--- config.mk ---
export PLATFORM = sky130hd
export DESIGN_NAME = rgb_hue_range_shift
export DESIGN_NICKNAME = d
export VERILOG_FILES = /design/src/hw/rtl/rhrs_pkg.sv /design/src/hw/rtl/rhrs_front.sv /design/src/hw/rtl/rhrs_div.sv /design/src/hw/rtl/rhrs_back.sv /design/src/hw/rtl/rgb_hue_range_shift.sv
export SDC_FILE = /design/constraint.sdc
export NUM_CORES = 1
export LEC_CHECK = 0
export ABC_AREA = 1
export BUFFER_PORTS_ARGS = -buffer_cell sky130_fd_sc_hd__buf_2
export CAP_MARGIN = 0
export CORE_MARGIN = 1.5
export CORE_UTILIZATION = 45
export CTS_CLUSTER_SIZE = 28
export DETAILED_ROUTE_END_ITERATION = 16
export GPL_ROUTABILITY_DRIVEN = 0
export GPL_TIMING_DRIVEN = 0
export PLACE_DENSITY = 0.71
export SLEW_MARGIN = 20
export SYNTH_ARGS = -nofsm -noshare
export SYNTH_HDL_FRONTEND = slang
export SYNTH_SLANG_ARGS = --single-unit
--- constraint.sdc ---
create_clock -name clk_i -period 54.8 [get_ports clk_i]
set_input_delay 2.74 -clock clk_i [delete_from_list [all_inputs] [get_ports clk_i]]
set_output_delay 2.74 -clock clk_i [all_outputs]
set_load 0.05 [all_outputs]
--- src/hw/rtl/rhrs_pkg.sv ---
// ----------------------------------------------------------------------------
// rhrs_pkg
// Shared types and fixed widths for the RGB hue range shift pipeline.
// ----------------------------------------------------------------------------
package rhrs_pkg;

  localparam int unsigned PIX_W = 8;
  localparam int unsigned CFG_W = 9;
  localparam int unsigned HUE_W = 13;
  localparam int unsigned SAT_W = 9;
  localparam int unsigned IDX_W = 2;

  localparam logic [IDX_W-1:0] CFG_HUE_LOW   = 2'd0;
  localparam logic [IDX_W-1:0] CFG_HUE_HIGH  = 2'd1;
  localparam logic [IDX_W-1:0] CFG_HUE_SHIFT = 2'd2;

  localparam logic [CFG_W-1:0] HUE_LOW_RST   = 9'd0;
  localparam logic [CFG_W-1:0] HUE_HIGH_RST  = 9'd360;
  localparam logic [CFG_W-1:0] HUE_SHIFT_RST = 9'd0;

  // which component is the maximum; blue wins ties, then green
  typedef enum logic [1:0] {
    SEC_RED,
    SEC_GREEN,
    SEC_BLUE
  } sector_e;

  typedef struct packed {
    logic [PIX_W-1:0] mx;
    sector_e          sector;
    logic             neg;
    logic             c_zero;
    logic             mx_zero;
  } side_t;

  typedef struct packed {
    logic [CFG_W-1:0] hue_low;
    logic [CFG_W-1:0] hue_high;
    logic [CFG_W-1:0] hue_shift;
  } cfg_t;

endpackage

--- src/hw/rtl/rhrs_front.sv ---
// ----------------------------------------------------------------------------
// rhrs_front
// Two stages: max/min and sector select, then the hue and saturation
// dividends for the pipelined divider.
// ----------------------------------------------------------------------------
module rhrs_front #(
  parameter int unsigned HUE_FRAC_BITS = 4,
  parameter int unsigned DW            = 18
) (
  input  logic                        clk_i,
  input  logic                        rst_ni,
  input  logic                        en_i,
  input  logic                        valid_i,
  input  logic [rhrs_pkg::PIX_W-1:0]  red_i,
  input  logic [rhrs_pkg::PIX_W-1:0]  green_i,
  input  logic [rhrs_pkg::PIX_W-1:0]  blue_i,
  output logic                        valid_o,
  output rhrs_pkg::side_t             side_o,
  output logic [DW-1:0]               hue_dvd_o,
  output logic [rhrs_pkg::PIX_W-1:0]  hue_dvs_o,
  output logic [DW-1:0]               sat_dvd_o,
  output logic [rhrs_pkg::PIX_W-1:0]  sat_dvs_o
);

  localparam int unsigned PW = rhrs_pkg::PIX_W;

  // stage A
  logic [PW-1:0]   mx, mn, op_a, op_b, mag;
  logic [PW:0]     diff;
  rhrs_pkg::side_t side_d;
  logic            va_q;
  rhrs_pkg::side_t side_a_q;
  logic [PW-1:0]   mag_a_q, c_a_q;

  always_comb begin
    mx = red_i;
    mn = red_i;
    if (green_i > mx) mx = green_i;
    if (blue_i > mx) mx = blue_i;
    if (green_i < mn) mn = green_i;
    if (blue_i < mn) mn = blue_i;

    if (blue_i == mx) begin
      side_d.sector = rhrs_pkg::SEC_BLUE;
      op_a = red_i;
      op_b = green_i;
    end else if (green_i == mx) begin
      side_d.sector = rhrs_pkg::SEC_GREEN;
      op_a = blue_i;
      op_b = red_i;
    end else begin
      side_d.sector = rhrs_pkg::SEC_RED;
      op_a = green_i;
      op_b = blue_i;
    end

    diff = {1'b0, op_a} - {1'b0, op_b};
    mag  = diff[PW] ? PW'(-diff) : diff[PW-1:0];

    side_d.mx      = mx;
    side_d.neg     = diff[PW];
    side_d.c_zero  = (mx == mn);
    side_d.mx_zero = (mx == '0);
  end

  always_ff @(posedge clk_i or negedge rst_ni) begin
    if (!rst_ni) begin
      va_q <= 1'b0;
    end else if (en_i) begin
      va_q <= valid_i;
    end
  end

  always_ff @(posedge clk_i) begin
    if (en_i) begin
      side_a_q <= side_d;
      mag_a_q  <= mag;
      c_a_q    <= mx - mn;
    end
  end

  // stage B: 60 * |num| scaled to fixed point, and c * 256
  logic [13:0] prod;
  assign prod = 14'(mag_a_q) * 14'd60;

  always_ff @(posedge clk_i or negedge rst_ni) begin
    if (!rst_ni) begin
      valid_o <= 1'b0;
    end else if (en_i) begin
      valid_o <= va_q;
    end
  end

  always_ff @(posedge clk_i) begin
    if (en_i) begin
      side_o    <= side_a_q;
      hue_dvd_o <= DW'(prod) << HUE_FRAC_BITS;
      hue_dvs_o <= c_a_q;
      sat_dvd_o <= DW'({c_a_q, 8'd0});
      sat_dvs_o <= side_a_q.mx;
    end
  end

endmodule

--- src/hw/rtl/rhrs_div.sv ---
// ----------------------------------------------------------------------------
// rhrs_div
// Two-lane restoring divider, one quotient bit per stage, QW stages.
// Both quotients must fit in QW bits.
// ----------------------------------------------------------------------------
module rhrs_div #(
  parameter int unsigned QW = 10,
  parameter int unsigned DW = 18
) (
  input  logic                        clk_i,
  input  logic                        rst_ni,
  input  logic                        en_i,
  input  logic                        valid_i,
  input  rhrs_pkg::side_t             side_i,
  input  logic [DW-1:0]               hue_dvd_i,
  input  logic [rhrs_pkg::PIX_W-1:0]  hue_dvs_i,
  input  logic [DW-1:0]               sat_dvd_i,
  input  logic [rhrs_pkg::PIX_W-1:0]  sat_dvs_i,
  output logic                        valid_o,
  output rhrs_pkg::side_t             side_o,
  output logic [QW-1:0]               hue_quo_o,
  output logic [QW-1:0]               sat_quo_o
);

  localparam int unsigned PW = rhrs_pkg::PIX_W;

  logic                vld_q  [QW];
  rhrs_pkg::side_t     side_q [QW];
  logic [DW-1:0]       hrem_q [QW];
  logic [DW-1:0]       srem_q [QW];
  logic [PW-1:0]       hdvs_q [QW];
  logic [PW-1:0]       sdvs_q [QW];
  logic [QW-1:0]       hquo_q [QW];
  logic [QW-1:0]       squo_q [QW];

  for (genvar i = 0; i < QW; i++) begin : g_stage
    localparam int unsigned K = QW - 1 - i;

    logic            vld_in;
    rhrs_pkg::side_t side_in;
    logic [DW-1:0]   hrem_in, srem_in, htrial, strial;
    logic [PW-1:0]   hdvs_in, sdvs_in;
    logic [QW-1:0]   hquo_in, squo_in;
    logic            hbit, sbit;

    if (i == 0) begin : g_first
      assign vld_in  = valid_i;
      assign side_in = side_i;
      assign hrem_in = hue_dvd_i;
      assign srem_in = sat_dvd_i;
      assign hdvs_in = hue_dvs_i;
      assign sdvs_in = sat_dvs_i;
      assign hquo_in = '0;
      assign squo_in = '0;
    end else begin : g_next
      assign vld_in  = vld_q[i-1];
      assign side_in = side_q[i-1];
      assign hrem_in = hrem_q[i-1];
      assign srem_in = srem_q[i-1];
      assign hdvs_in = hdvs_q[i-1];
      assign sdvs_in = sdvs_q[i-1];
      assign hquo_in = hquo_q[i-1];
      assign squo_in = squo_q[i-1];
    end

    assign htrial = DW'(hdvs_in) << K;
    assign strial = DW'(sdvs_in) << K;
    assign hbit   = (hrem_in >= htrial);
    assign sbit   = (srem_in >= strial);

    always_ff @(posedge clk_i or negedge rst_ni) begin
      if (!rst_ni) begin
        vld_q[i] <= 1'b0;
      end else if (en_i) begin
        vld_q[i] <= vld_in;
      end
    end

    always_ff @(posedge clk_i) begin
      if (en_i) begin
        side_q[i] <= side_in;
        hrem_q[i] <= hbit ? hrem_in - htrial : hrem_in;
        srem_q[i] <= sbit ? srem_in - strial : srem_in;
        hdvs_q[i] <= hdvs_in;
        sdvs_q[i] <= sdvs_in;
        hquo_q[i] <= hquo_in | (QW'(hbit) << K);
        squo_q[i] <= squo_in | (QW'(sbit) << K);
      end
    end
  end

  assign valid_o   = vld_q[QW-1];
  assign side_o    = side_q[QW-1];
  assign hue_quo_o = hquo_q[QW-1];
  assign sat_quo_o = squo_q[QW-1];

endmodule

--- src/hw/rtl/rhrs_back.sv ---
// ----------------------------------------------------------------------------
// rhrs_back
// Three stages: hue from sector and quotient, range check and shift,
// full-turn wrap into the output register.
// ----------------------------------------------------------------------------
module rhrs_back #(
  parameter int unsigned HUE_FRAC_BITS = 4,
  parameter int unsigned QW            = 10
) (
  input  logic                        clk_i,
  input  logic                        rst_ni,
  input  logic                        en_i,
  input  logic                        valid_i,
  input  rhrs_pkg::side_t             side_i,
  input  logic [QW-1:0]               hue_quo_i,
  input  logic [QW-1:0]               sat_quo_i,
  input  rhrs_pkg::cfg_t              cfg_i,
  output logic                        valid_o,
  output logic [rhrs_pkg::HUE_W-1:0]  hue_o,
  output logic                        in_range_o,
  output logic [rhrs_pkg::SAT_W-1:0]  saturation_o,
  output logic [rhrs_pkg::PIX_W-1:0]  brightness_o
);

  localparam int unsigned PW   = rhrs_pkg::PIX_W;
  localparam int unsigned SW   = rhrs_pkg::SAT_W;
  localparam int unsigned OW   = rhrs_pkg::HUE_W;
  localparam int unsigned HW   = 10 + HUE_FRAC_BITS;
  localparam int unsigned EXTW = (HW > OW) ? HW : OW;

  localparam logic [HW-1:0] S2  = HW'(120 << HUE_FRAC_BITS);
  localparam logic [HW-1:0] S4  = HW'(240 << HUE_FRAC_BITS);
  localparam logic [HW-1:0] FT  = HW'(360 << HUE_FRAC_BITS);
  localparam logic [HW-1:0] FT2 = HW'(720 << HUE_FRAC_BITS);

  // stage 1: signed quotient around the sector base
  logic [HW-1:0] qh, h_d;
  logic          v1_q;
  logic [HW-1:0] h1_q;
  logic [SW-1:0] s1_q;
  logic [PW-1:0] m1_q;

  assign qh = HW'(hue_quo_i);

  always_comb begin
    case (side_i.sector)
      rhrs_pkg::SEC_BLUE:  h_d = side_i.neg ? S4 - qh : S4 + qh;
      rhrs_pkg::SEC_GREEN: h_d = side_i.neg ? S2 - qh : S2 + qh;
      rhrs_pkg::SEC_RED:   h_d = (side_i.neg && qh != '0) ? FT - qh : qh;
      default:             h_d = '0;
    endcase
    if (side_i.c_zero) h_d = '0;
  end

  always_ff @(posedge clk_i or negedge rst_ni) begin
    if (!rst_ni) begin
      v1_q <= 1'b0;
    end else if (en_i) begin
      v1_q <= valid_i;
    end
  end

  always_ff @(posedge clk_i) begin
    if (en_i) begin
      h1_q <= h_d;
      s1_q <= side_i.mx_zero ? '0 : sat_quo_i[SW-1:0];
      m1_q <= side_i.mx;
    end
  end

  // stage 2: inclusive range compare, add shift
  logic [HW-1:0] lo, hi, sh;
  logic          inr;
  logic          v2_q, r2_q;
  logic [HW-1:0] h2_q;
  logic [SW-1:0] s2_q;
  logic [PW-1:0] m2_q;

  assign lo  = HW'(cfg_i.hue_low) << HUE_FRAC_BITS;
  assign hi  = HW'(cfg_i.hue_high) << HUE_FRAC_BITS;
  assign sh  = HW'(cfg_i.hue_shift) << HUE_FRAC_BITS;
  assign inr = (h1_q >= lo) && (h1_q <= hi);

  always_ff @(posedge clk_i or negedge rst_ni) begin
    if (!rst_ni) begin
      v2_q <= 1'b0;
    end else if (en_i) begin
      v2_q <= v1_q;
    end
  end

  always_ff @(posedge clk_i) begin
    if (en_i) begin
      r2_q <= inr;
      h2_q <= inr ? h1_q + sh : '0;
      s2_q <= s1_q;
      m2_q <= m1_q;
    end
  end

  // stage 3: drop whole turns above a full turn; exactly a full turn stays
  logic [HW-1:0]   hw_d;
  logic [EXTW-1:0] hext;

  always_comb begin
    if (h2_q <= FT) begin
      hw_d = h2_q;
    end else if (h2_q < FT2) begin
      hw_d = h2_q - FT;
    end else begin
      hw_d = h2_q - FT2;
    end
  end

  assign hext = EXTW'(hw_d);

  always_ff @(posedge clk_i or negedge rst_ni) begin
    if (!rst_ni) begin
      valid_o <= 1'b0;
    end else if (en_i) begin
      valid_o <= v2_q;
    end
  end

  always_ff @(posedge clk_i) begin
    if (en_i) begin
      hue_o        <= hext[OW-1:0];
      in_range_o   <= r2_q;
      saturation_o <= s2_q;
      brightness_o <= m2_q;
    end
  end

endmodule

--- src/hw/rtl/rgb_hue_range_shift.sv ---
// ----------------------------------------------------------------------------
// rgb_hue_range_shift
// Divider quotient width Q = max(9, bits of 60 * 2^HUE_FRAC_BITS).
// Throughput: one pixel per cycle unless the output is held; the divider retires one quotient bit per stage.
// The whole pipeline holds while the output item waits and the sink is not ready.
// Reset clears all valid bits and loads hue_low 0, hue_high 360, hue_shift 0.
// ----------------------------------------------------------------------------
module rgb_hue_range_shift #(
  parameter int unsigned HUE_FRAC_BITS = 4
) (
  input  logic        clk_i,
  input  logic        rst_ni,
  // configuration
  input  logic        cfg_we_i,
  input  logic [1:0]  cfg_index_i,
  input  logic [8:0]  cfg_data_i,
  // pixel in
  input  logic        s_tvalid_i,
  output logic        s_tready_o,
  input  logic [23:0] s_tdata_i,   // red [7:0], green [15:8], blue [23:16]
  // result out
  output logic        m_tvalid_o,
  input  logic        m_tready_i,
  output logic [31:0] m_tdata_o,   // hue [12:0], saturation [21:13], brightness [29:22]
  output logic        m_tuser_o    // in_range [0]
);

  localparam int unsigned PW    = rhrs_pkg::PIX_W;
  localparam int unsigned DEG_S = 60 << HUE_FRAC_BITS;
  localparam int unsigned HQW   = $clog2(DEG_S + 1);
  localparam int unsigned QW    = (HQW > 9) ? HQW : 9;
  localparam int unsigned DW    = QW + 8;

  rhrs_pkg::cfg_t cfg_q;

  always_ff @(posedge clk_i or negedge rst_ni) begin
    if (!rst_ni) begin
      cfg_q.hue_low   <= rhrs_pkg::HUE_LOW_RST;
      cfg_q.hue_high  <= rhrs_pkg::HUE_HIGH_RST;
      cfg_q.hue_shift <= rhrs_pkg::HUE_SHIFT_RST;
    end else if (cfg_we_i) begin
      case (cfg_index_i)
        rhrs_pkg::CFG_HUE_LOW:   cfg_q.hue_low   <= cfg_data_i;
        rhrs_pkg::CFG_HUE_HIGH:  cfg_q.hue_high  <= cfg_data_i;
        rhrs_pkg::CFG_HUE_SHIFT: cfg_q.hue_shift <= cfg_data_i;
        default: ;
      endcase
    end
  end

  // advance every stage unless the output item is held
  logic en;
  assign en         = !m_tvalid_o || m_tready_i;
  assign s_tready_o = en;

  logic            f_valid;
  rhrs_pkg::side_t f_side;
  logic [DW-1:0]   f_hdvd, f_sdvd;
  logic [PW-1:0]   f_hdvs, f_sdvs;

  rhrs_front #(
    .HUE_FRAC_BITS (HUE_FRAC_BITS),
    .DW            (DW)
  ) u_front (
    .clk_i     (clk_i),
    .rst_ni    (rst_ni),
    .en_i      (en),
    .valid_i   (s_tvalid_i),
    .red_i     (s_tdata_i[7:0]),
    .green_i   (s_tdata_i[15:8]),
    .blue_i    (s_tdata_i[23:16]),
    .valid_o   (f_valid),
    .side_o    (f_side),
    .hue_dvd_o (f_hdvd),
    .hue_dvs_o (f_hdvs),
    .sat_dvd_o (f_sdvd),
    .sat_dvs_o (f_sdvs)
  );

  logic            d_valid;
  rhrs_pkg::side_t d_side;
  logic [QW-1:0]   d_hquo, d_squo;

  rhrs_div #(
    .QW (QW),
    .DW (DW)
  ) u_div (
    .clk_i     (clk_i),
    .rst_ni    (rst_ni),
    .en_i      (en),
    .valid_i   (f_valid),
    .side_i    (f_side),
    .hue_dvd_i (f_hdvd),
    .hue_dvs_i (f_hdvs),
    .sat_dvd_i (f_sdvd),
    .sat_dvs_i (f_sdvs),
    .valid_o   (d_valid),
    .side_o    (d_side),
    .hue_quo_o (d_hquo),
    .sat_quo_o (d_squo)
  );

  logic [rhrs_pkg::HUE_W-1:0] hue;
  logic [rhrs_pkg::SAT_W-1:0] sat;
  logic [PW-1:0]              bright;
  logic                       in_range;

  rhrs_back #(
    .HUE_FRAC_BITS (HUE_FRAC_BITS),
    .QW            (QW)
  ) u_back (
    .clk_i        (clk_i),
    .rst_ni       (rst_ni),
    .en_i         (en),
    .valid_i      (d_valid),
    .side_i       (d_side),
    .hue_quo_i    (d_hquo),
    .sat_quo_i    (d_squo),
    .cfg_i        (cfg_q),
    .valid_o      (m_tvalid_o),
    .hue_o        (hue),
    .in_range_o   (in_range),
    .saturation_o (sat),
    .brightness_o (bright)
  );

  assign m_tdata_o = {2'b00, bright, sat, hue};
  assign m_tuser_o = in_range;

  // an item outside the band carries no hue
  a_out_of_range_zero: assert property (@(posedge clk_i) disable iff (!rst_ni)
    m_tvalid_o && !in_range |-> hue == '0)
    else $error("out-of-range item with nonzero hue");

  a_sat_bound: assert property (@(posedge clk_i) disable iff (!rst_ni)
    m_tvalid_o |-> sat <= 9'd256)
    else $error("saturation above 256");

  a_black_no_sat: assert property (@(posedge clk_i) disable iff (!rst_ni)
    m_tvalid_o && bright == '0 |-> sat == '0)
    else $error("black pixel with nonzero saturation");

endmodule

# Word-level counts from Yosys, hierarchy flattened

Memory sizes are Yosys's and may differ from the RTL's. A register that Yosys moved wholly into a read port is not among the register bits.
Index checks and enable logic that the tools add are counted.

Add/subtract/negate cells: 31
Multipliers: 1
Order comparisons: 28
Equality and inequality tests: 7
Mux-type cells: 38
Bitwise logic cells: 18
Reduce and logical (&&, ||, !) cells: 11

Operator list:

| operator         | number |
|---|---|
| $mux 18          | 20 |
| $mux 8           | 9 |
| $mux 14          | 3 |
| $pmux 14 s3      | 1 |
| $ge 18x10->1     | 2 |
| $ge 18x11->1     | 2 |
| $ge 18x12->1     | 2 |
| $ge 18x13->1     | 2 |
| $ge 18x14->1     | 2 |
| $ge 18x15->1     | 2 |
| $ge 18x16->1     | 2 |
| $ge 18x8->1      | 2 |
| $ge 18x9->1      | 2 |
| $sub 18x10->18   | 2 |
| $sub 18x11->18   | 2 |
| $sub 18x12->18   | 2 |
| $sub 18x13->18   | 2 |
| $sub 18x14->18   | 2 |
| $sub 18x15->18   | 2 |
| $sub 18x16->18   | 2 |
| $sub 18x8->18    | 2 |
| $sub 18x9->18    | 2 |
| $mux 13          | 2 |
| $eq 8x8->1       | 3 |
| 41 further kinds | 60 |

Register bits: 189
Memory bits (writable): 850
Input port bits: 40
Output and inout port bits: 35
Logic and storage cells: 183
Memories kept: 7

Memories:

| memory       | words | bits a word | read ports | clocked after memory_dff | write ports | RTL line       | RTL |
|---|---|---|---|---|---|---|---|
| u_div.hrem_q | 10    | 18          | 9          | 0                        | 10          | rhrs_div.sv:29 | `logic [DW-1:0] hrem_q [QW];` |
| u_div.srem_q | 10    | 18          | 9          | 0                        | 10          | rhrs_div.sv:30 | `logic [DW-1:0] srem_q [QW];` |
| u_div.side_q | 10    | 13          | 10         | 0                        | 10          | rhrs_div.sv:28 | `rhrs_pkg::side_t side_q [QW];` |
| u_div.hquo_q | 10    | 10          | 10         | 0                        | 10          | rhrs_div.sv:33 | `logic [QW-1:0] hquo_q [QW];` |
| u_div.squo_q | 10    | 10          | 10         | 1                        | 10          | rhrs_div.sv:34 | `logic [QW-1:0] squo_q [QW];` |
| u_div.hdvs_q | 10    | 8           | 9          | 0                        | 10          | rhrs_div.sv:31 | `logic [PW-1:0] hdvs_q [QW];` |
| +1 memories  | --    | --          | --         | --                       | --          | --             |  |

# Logic depth before layout (Yosys ltp)

Gate-level depths: netlist (run 1).

Depth after elaboration: 10
Depth in mapped cells: 43

# Hierarchy

Synthesis (run 1) repeated with hierarchy kept, for this count alone.

Cells, all modules: 4882
Area, all modules: 47646.9 sq um

Modules (own cells, without submodules):

| module              | instances | cells each | area each (sq um) |
|---|---|---|---|
| rhrs_div            | 1         | 3607       | 35883.2 |
| rhrs_front          | 1         | 652        | 5541.6 |
| rhrs_back           | 1         | 499        | 5054.8 |
| rgb_hue_range_shift | 1         | 124        | 1167.4 |

# Least setup slack after synthesis (run 1)

Ideal clock, no wire load.

Path type: input -> output
Start: in m_tready_i
End: out s_tready_o
Data arrival time: 22261 ps
Path slack: 29799 ps
Stages: 3
Cell sequence: inv_1 -> nand2_1 -> clkbuf_1

Word-level cells in the longest chain between the ends: 1

Ends and longest elaborated chain:

| item             | RTL line                  | RTL |
|---|---|---|
| from (decl)      | rgb_hue_range_shift.sv:23 | `input logic m_tready_i,` |
| $logic_or 1x1->1 | rgb_hue_range_shift.sv:53 | `assign en = !m_tvalid_o \|\| m_tready_i;` |
| to (decl)        | rgb_hue_range_shift.sv:19 | `output logic s_tready_o,` |

No other way between the ends.

# Worst setup path after layout (run 1)

Start: in s_tdata_i[1]
End: reg u_front.mag_a_q[7], data pin

Elaborated cells on any way between the ends: 13
Classes of those cells: add/sub (2); order compare (2); eq/ne (2); mux (7)

RTL lines:

| item                      | RTL line                  | RTL |
|---|---|---|
| from (decl)               | rgb_hue_range_shift.sv:20 | `input logic [23:0] s_tdata_i,` |
| $gt 8x8->1                | rhrs_front.sv:38          | `if (green_i > mx) mx = green_i;` |
| $mux 8 (*)                | rhrs_front.sv:38          |  |
| $gt 8x8->1                | rhrs_front.sv:39          | `if (blue_i > mx) mx = blue_i;` |
| $mux 8 (*)                | rhrs_front.sv:39          |  |
| named net u_front.mx[2]   | rhrs_front.sv:28          | `logic [PW-1:0] mx, mn, op_a, op_b, mag;` |
| $eq 8x8->1                | rhrs_front.sv:47          | `end else if (green_i == mx) begin` |
| $mux 8                    | rhrs_front.sv:47          |  |
| $mux 8                    | rhrs_front.sv:43          | `if (blue_i == mx) begin` |
| $sub 8x8->9 (*)           | rhrs_front.sv:57          | `diff = {1'b0, op_a} - {1'b0, op_b};` |
| named net u_front.diff[8] | rhrs_front.sv:29          | `logic [PW:0] diff;` |
| $mux 8 (*)                | rhrs_front.sv:58          | `mag = diff[PW] ? PW'(-diff) : diff[PW-1:0];` |
| named net u_front.mag[7]  | rhrs_front.sv:28          |  |
| to (signal assigned)      | rhrs_front.sv:77          | `mag_a_q <= mag;` |
| to (decl)                 | rhrs_front.sv:33          | `logic [PW-1:0] mag_a_q, c_a_q;` |

Mark *: on every way through the listed nets, which the timed path passes. The rest lies on a longest branch.
A chain may end at the register's enable or synchronous reset.

==> impl_metrics.csv, run 1 <==
group,metric,value,unit
logic_synthesis,synth-edff-count,697,
clocking,cts_hold_buf,0,
placement,placed_area,39500,sq um
logic_synthesis,yosysMostFrequentCell,"edfxtp_1",
logic_synthesis,synth_common_cells,"697 x edfxtp_1, 613 x nand2_1, 510 x inv_1, 255 x ha_1, 248 x o21ai_0",
critical_path,cp.required,55.18,ns
critical_path,crit_start,"s_tdata_i[1]",
logic_synthesis,async_flop_share,5.68,%
timing,fmax,0.125,GHz
placement,post-place-ws,46.17,ns
cells_and_area,diodes,0,
logic_synthesis,yosys.area_share.simple,13.3,%
global_route,grt_max_degree,60,
critical_path,end_kind,"register",
logic_synthesis,synth_top_family_by_area,"simple AND/OR/NAND/NOR gates",
logic_synthesis,synth_compound_area_share,7.56,%
routing,drcViolationCount,0,
timing,hold_viol,0,
critical_path,critPathBufInv,7,
timing,period_share,14.5,%
logic_synthesis,syn_avg_cell_area,10.9,sq um
clocking,cts_buffer_depth,3,
timing,finClkSkew,0.0222,ns
critical_path,reg2reg_from,"u_back.valid_o",
cells_and_area,layout-drive-gt1-share,7.74,%
floorplan,die_area,85000,sq um
critical_path,max_stage_delay,0.41,ns
global_route,grt_pass1_vias,23634,
floorplan,die_w,292,um
timing,totalNegativeSetupSlack,0,ns
floorplan,die_h,292,um
timing,fin_crit,7.97,ns
worst_hold_path,worstHoldPathType,"reg2reg",
placement,dp.final_hpwl,45300,um
critical_path,cp_max_fo,10,
cells_and_area,n_fill_cell,7005,
routing,via_per_inst,4.97,
logic_synthesis,yosysTopAreaCell,"edfxtp_1",
logic_synthesis,synth_area_leaders,"edfxtp_1 56%, ha_1 8.5%, nand2_1 6.1%, inv_1 5.1%, o21ai_0 3.3%",
cells_and_area,syn2layout_area_growth,12.3,%
timing,slew_headroom,39.9,%
timing,slew_violations,0,
timing,setup_viol,0,
timing,rsz0062_at_grt,"no",
logic_synthesis,synth_top_area_share,55.9,%
status,outcome,"complete, no violations",
clocking,cts_tree,"yes",
global_route,grt_first_pass_wirelength,105000,um
clocking,post_cts_resized,0,
pwr,p_leak,0.0180,uW
logic_synthesis,synth_area,37500,sq um
clocking,clk_pin_slew_worst_paths,0.06,ns
logic_synthesis,synth_warnings,0,
clocking,insertion_delay,0.62,ns
flow_run,maxCapViolCount,0,
logic_synthesis,synthAdderAreaFrac,10.3,%
global_route,grtUsageTotal,14.8,%
floorplan,core-area,82200,sq um
critical_path,slowest_stage,"fa_1",
floorplan,initial_core_util,45.6,%
critical_path,critPathLaunchType,"primary input",
clocking,clkSinkCount,739,
critical_path,cp_common_cell,"nand2_1",
clocking,ctsHtreeMaxLevel,3,
logic_synthesis,ys.flop_type,"edfxtp_1",
critical_path,cp_top_family,"simple AND/OR/NAND/NOR gates",
global_route,globalRouteOverflowTotal,0,
clocking,cts_setup_buffers,0,
cells_and_area,layout.nets,3947,
logic_synthesis,syn_inst,3451,
pwr,p_per_area,69.8,nW/um^2
logic_synthesis,ys_ff_latch,739,
pwr,ir_drop,27.0,uV
floorplan,rows,105,
worst_hold_path,hp-start,"u_div.hquo_q[6][8]",
routing,wire_per_inst,13.0,um
clocking,cts_made_buffers,79,
routing,dr.pass1.iters,5,
critical_path,critPathArrivalTime,8.35,ns
routing,ant_nets,0,
routing,drt-initial-drc-count,1135,
logic_synthesis,synth-xor-area-share,4.32,%
logic_synthesis,synth.area.mux_share,0.0902,%
placement,place.port_buffers,72,
logic_synthesis,synth_cell_types,58,
global_route,antenna_found_initial,0,
timing,tightest_slew,0.902,ns
cells_and_area,design_area,42100,sq um
timing,layout_setup_ws,46.83,ns
routing,wl,62000,um
critical_path,critPathKind,"in2reg",
clocking,root_buffer,"clkbuf_16",
floorplan,ios,75,
logic_synthesis,synth_seq_area_share,58.7,%
routing,vias,23631,
-- registers in the layout (all words and copies together), names as in the netlist, 9 cells and up --
| name | cells |
|---|---|
| u_back.s1_q | 9 |
| u_div.hquo_q | 55 |
| u_div.hrem_q | 123 |
| u_div.squo_q | 45 |
| u_div.side_q | 105 |
| u_front.side_o | 13 |
| u_back.hue_o | 13 |
| u_div.g_stage.vld_in | 9 |
| u_back.s2_q | 9 |
| u_div.srem_q | 117 |
| u_back.h2_q | 14 |
| u_front.hue_dvd_o | 12 |
| cfg_q | 27 |
| u_div.hdvs_q | 72 |
| u_back.h1_q | 13 |
| u_front.side_a_q | 13 |
| u_div.sdvs_q | 25 |
| u_back.saturation_o | 9 |
-- final timing paths --
kind	endpoint	cells past startpoint	slack, ns
hold reg to reg	u_div.hquo_q[7][8]	0	0.40
min in group asynchronous	cfg_q[11]	1	2.25
hold / removal	u_div.hquo_q[7][8]	0	0.40
max in group asynchronous	u_div.g_stage[5].vld_in	1	52.00
setup / recovery	u_front.mag_a_q[7]	40	46.83
setup reg to reg	u_front.side_o[10]	9	50.96
-- layer usage --
layer  track usage (%)  vias to the layer above  wire [um]
li1                  -                    12133          -
met1              15.7                    10893      24500
met2              28.2                      455      33000
met3              2.37                      150       2290
met4              6.87                        0       2180
met5                 0                        -          0
-- report_power, final --
| group | internal (uW) | total, uW | switching (uW) |
|---|---|---|---|
| Clock | 308 | 520 | 212 |
| Combinational | 490 | 1240 | 750 |
| Sequential | 1040 | 1170 | 138 |
-- cell type report --
class / instances / area [sq um] / area share (%)
repair buffers: 85 / 681 / 1.62
flip-flops and latches: 739 / 22000 / 52.3
plain buffers: 41 / 209 / 0.497
well taps: 1070 / 1340 / 3.18
clock inverters: 51 / 475 / 1.13
clock buffers: 94 / 2100 / 4.99
inverters: 515 / 1930 / 4.59
multi-input cells: 2157 / 13300 / 31.7
-- placed cells by master, fill, tap and decap left out, types with 36 or more instances in the layout --
cell / synthesis / layout
nor3_1: 36 / 36
xor2_1: 113 / 113
clkbuf_1: 27 / 36
edfxtp_1: 697 / 697
dfrtp_1: 38 / 38
clkbuf_16: 0 / 81
a21oi_1: 195 / 195
xnor2_1: 72 / 72
nand2_1: 613 / 613
o21ai_0: 248 / 248
inv_1: 510 / 510
nand3_1: 151 / 151
buf_2: 5 / 77
ha_1: 255 / 255
nor2_1: 235 / 235
-- worst reg2reg max path: stages (launching register included) --
cell	delay [ns]
dfrtp_1	0.37
nand2_1	0.26
clkbuf_4	0.65
buf_16	0.35
buf_12	0.30
buf_16	0.31
buf_12	0.28
buf_16	0.30
buf_16	0.32
buf_16	0.31
-- per-stage QoR --
stage                     instances  power [uW]  hold WS [ns]  util, %
final                          4752        2930         0.396     51.2
after global routing           4752        3190         0.412     51.2
after CTS                      4752        2960         0.400     51.2
after detailed placement       4607        2420         0.405     48.0
after global placement         4594        2520         0.400     47.6
after floorplan                3452        2250         0.400        -
-- logic make-up after synthesis --
kind of cell | count (synthesis)
fa+ha+maj | 289
compound gates | 525
xor+xnor | 185
flops | 739
simple gates | 1153
mux | 3
other cells | 1
buf+inv | 556
Note: power is estimated with default switching activity, not from simulation.
==> inputs of run 2 (changes only) <==
clock period = 7.5 ns   (was 54.8 ns; I/O delays follow)
==> impl_metrics.csv, run 2 (same netlist as run 1, synthesis figures left out) <==
group,metric,value,unit
pwr,finalPower,21400,uW
timing,rsz0062_at_grt,"no",
placement,dp.cells,4598,
timing,slew_headroom,39.3,%
critical_path,critPathKind,"in2reg",
floorplan,die_w,292,um
global_route,grt_pass1_vias,23199,
clocking,root_buffer,"clkbuf_16",
clocking,cts_tree,"yes",
timing,setup_viol,0,
floorplan,rows,105,
cells_and_area,syn2layout_area_growth,11.8,%
placement,dp.final_hpwl,44100,um
critical_path,end_kind,"register",
global_route,grtUsageTotal,14.5,%
cells_and_area,diodes,0,
timing,finClkSkew,0.0216,ns
global_route,antenna_found_initial,0,
flow_run,maxCapViolCount,0,
routing,drcViolationCount,0,
critical_path,slowest_stage,"fa_1",
routing,ant_nets,0,
cells_and_area,stdcell_count,4745,
timing,fmax,0.177,GHz
placement,place.port_buffers,72,
cells_and_area,top_regs,"u_div.hrem_q x123, u_div.srem_q x117, u_div.side_q x105",
cells_and_area,most-common-layout-cells,"697 x edfxtp_1, 613 x nand2_1, 510 x inv_1",
global_route,globalRouteOverflowTotal,0,
cells_and_area,layout.nets,3940,
clocking,cts_made_buffers,79,
critical_path,critPathLaunchType,"primary input",
floorplan,die_area,85000,sq um
cells_and_area,largest_reg_flops,123,
pwr,ir_drop,283,uV
floorplan,initial_core_util,45.6,%
floorplan,die_h,292,um
pwr,p_leak,0.0179,uW
cells_and_area,layout-drive-gt1-share,7.35,%
timing,slew_violations,0,
status,outcome,"complete, no violations",
timing,tightest_slew,0.910,ns
critical_path,max_stage_delay,0.40,ns
clocking,insertion_delay,0.62,ns
routing,via_per_inst,4.98,
timing,hold-worst-slack,0.0675,ns
timing,fin_crit,5.65,ns
clocking,clkSinkCount,739,
critical_path,critPathArrivalTime,6.02,ns
timing,hold_viol,0,
floorplan,ios,75,
floorplan,core-area,82200,sq um
pwr,p_per_area,511,nW/um^2
clocking,cts_buffer_depth,3,
critical_path,cp_max_fo,10,
routing,wl,61400,um
routing,vias,23638,
cells_and_area,final_common_cell,"edfxtp_1",
critical_path,cp_common_cell,"nand2_1",
global_route,grt_first_pass_wirelength,103000,um
cells_and_area,regMostFlops,"u_div.hrem_q",
placement,post-place-ws,1.24,ns
timing,layout_setup_ws,1.85,ns
routing,wire_per_inst,12.9,um
routing,drt-initial-drc-count,1173,
critical_path,cp.required,7.87,ns
timing,period_share,75.4,%
routing,dr.pass1.iters,5,
clocking,ctsHtreeMaxLevel,3,
clocking,clk_pin_slew_worst_paths,0.06,ns
worst_hold_path,worstHoldPathType,"in2reg",
global_route,grt_max_degree,166,
## run 2: changes by cell type in the layout (fill, tap and decap cells not counted), moves of 2 or more
| cell | delta |
|---|---|
| buf_12 | -5 |
| buf_16 | -4 |
| clkbuf_1 | +6 |
| clkbuf_16 | +2 |
| clkbuf_4 | -2 |
| clkbuf_8 | -2 |
| clkinv_8 | -3 |
| dlygate4sd3_1 | +2 |
| inv_4 | -2 |
## run 2: power by group
part | leakage, uW | switching (uW) | internal (uW)
clock | 0.00125 | 1540 | 2280
combinational | 0.00918 | 5440 | 3520
sequential | 0.00743 | 1010 | 7590
total | 0.0179 | 7990 | 13400
## run 2: path summary, 6_finish.rpt
kind                       cells past startpoint                 endpoint                from  slack, ns
min in group asynchronous                      2                cfg_q[10]              rst_ni       0.44
setup / recovery                              37       u_front.mag_a_q[7]        s_tdata_i[7]       1.85
hold reg to reg                                0       u_div.hquo_q[9][1]  u_div.hquo_q[8][1]       0.41
hold / removal                                 3                cfg_q[10]       cfg_data_i[1]       0.07
setup reg to reg                              13    u_front.hue_dvd_o[16]  u_front.mag_a_q[2]       4.17
max in group asynchronous                      2  u_div.g_stage[7].vld_in              rst_ni       6.49
## run 2: layout make-up
class	count	area, sq um
multi-input cells	2157	13300
repair buffers	78	490
clock inverters	47	444
fillers	7014	40400
well taps	1070	1340
flip-flops and latches	739	22000
plain buffers	41	226
inverters	515	1930
clock buffers	98	2110
## run 2: critical path: cells and delay by family
kind | cells | cell delay (ns)
and+or+nand+nor | 22 | 2.66
adders and majority gates | 4 | 1.18
buffers and inverters | 6 | 0.82
AOI/OAI and AO/OA | 4 | 0.82
xor gates and xnor gates | 1 | 0.14
## run 2: routing by layer
layer | share of wire, % | vias to the layer above | GRT usage, %
met5 | 0 | - | 0
met4 | 3.9 | 0 | 6.54
met3 | 3.1 | 148 | 2.36
met2 | 53 | 403 | 28.0
met1 | 40 | 10955 | 15.2
li1 | - | 12132 | -
## run 2: stage by stage
step | util (%) | setup TNS, ns | instance area [sq um]
after global placement | 47.6 | -377.18 | 39200
after detailed placement | 47.8 | 0 | 39300
after CTS | 50.9 | 0 | 41900
final | 50.9 | 0 | 41900
after floorplan | - | 0 | 37500
after global routing | 50.9 | 0 | 41900
## run 2: timing repair
action | 4_1_cts | 5_1_grt
gates resized for setup | 0 | 0
hold endpoints to repair | 39 | 0
hold buffers | 2 | 0
buffers inserted | 0 | 0
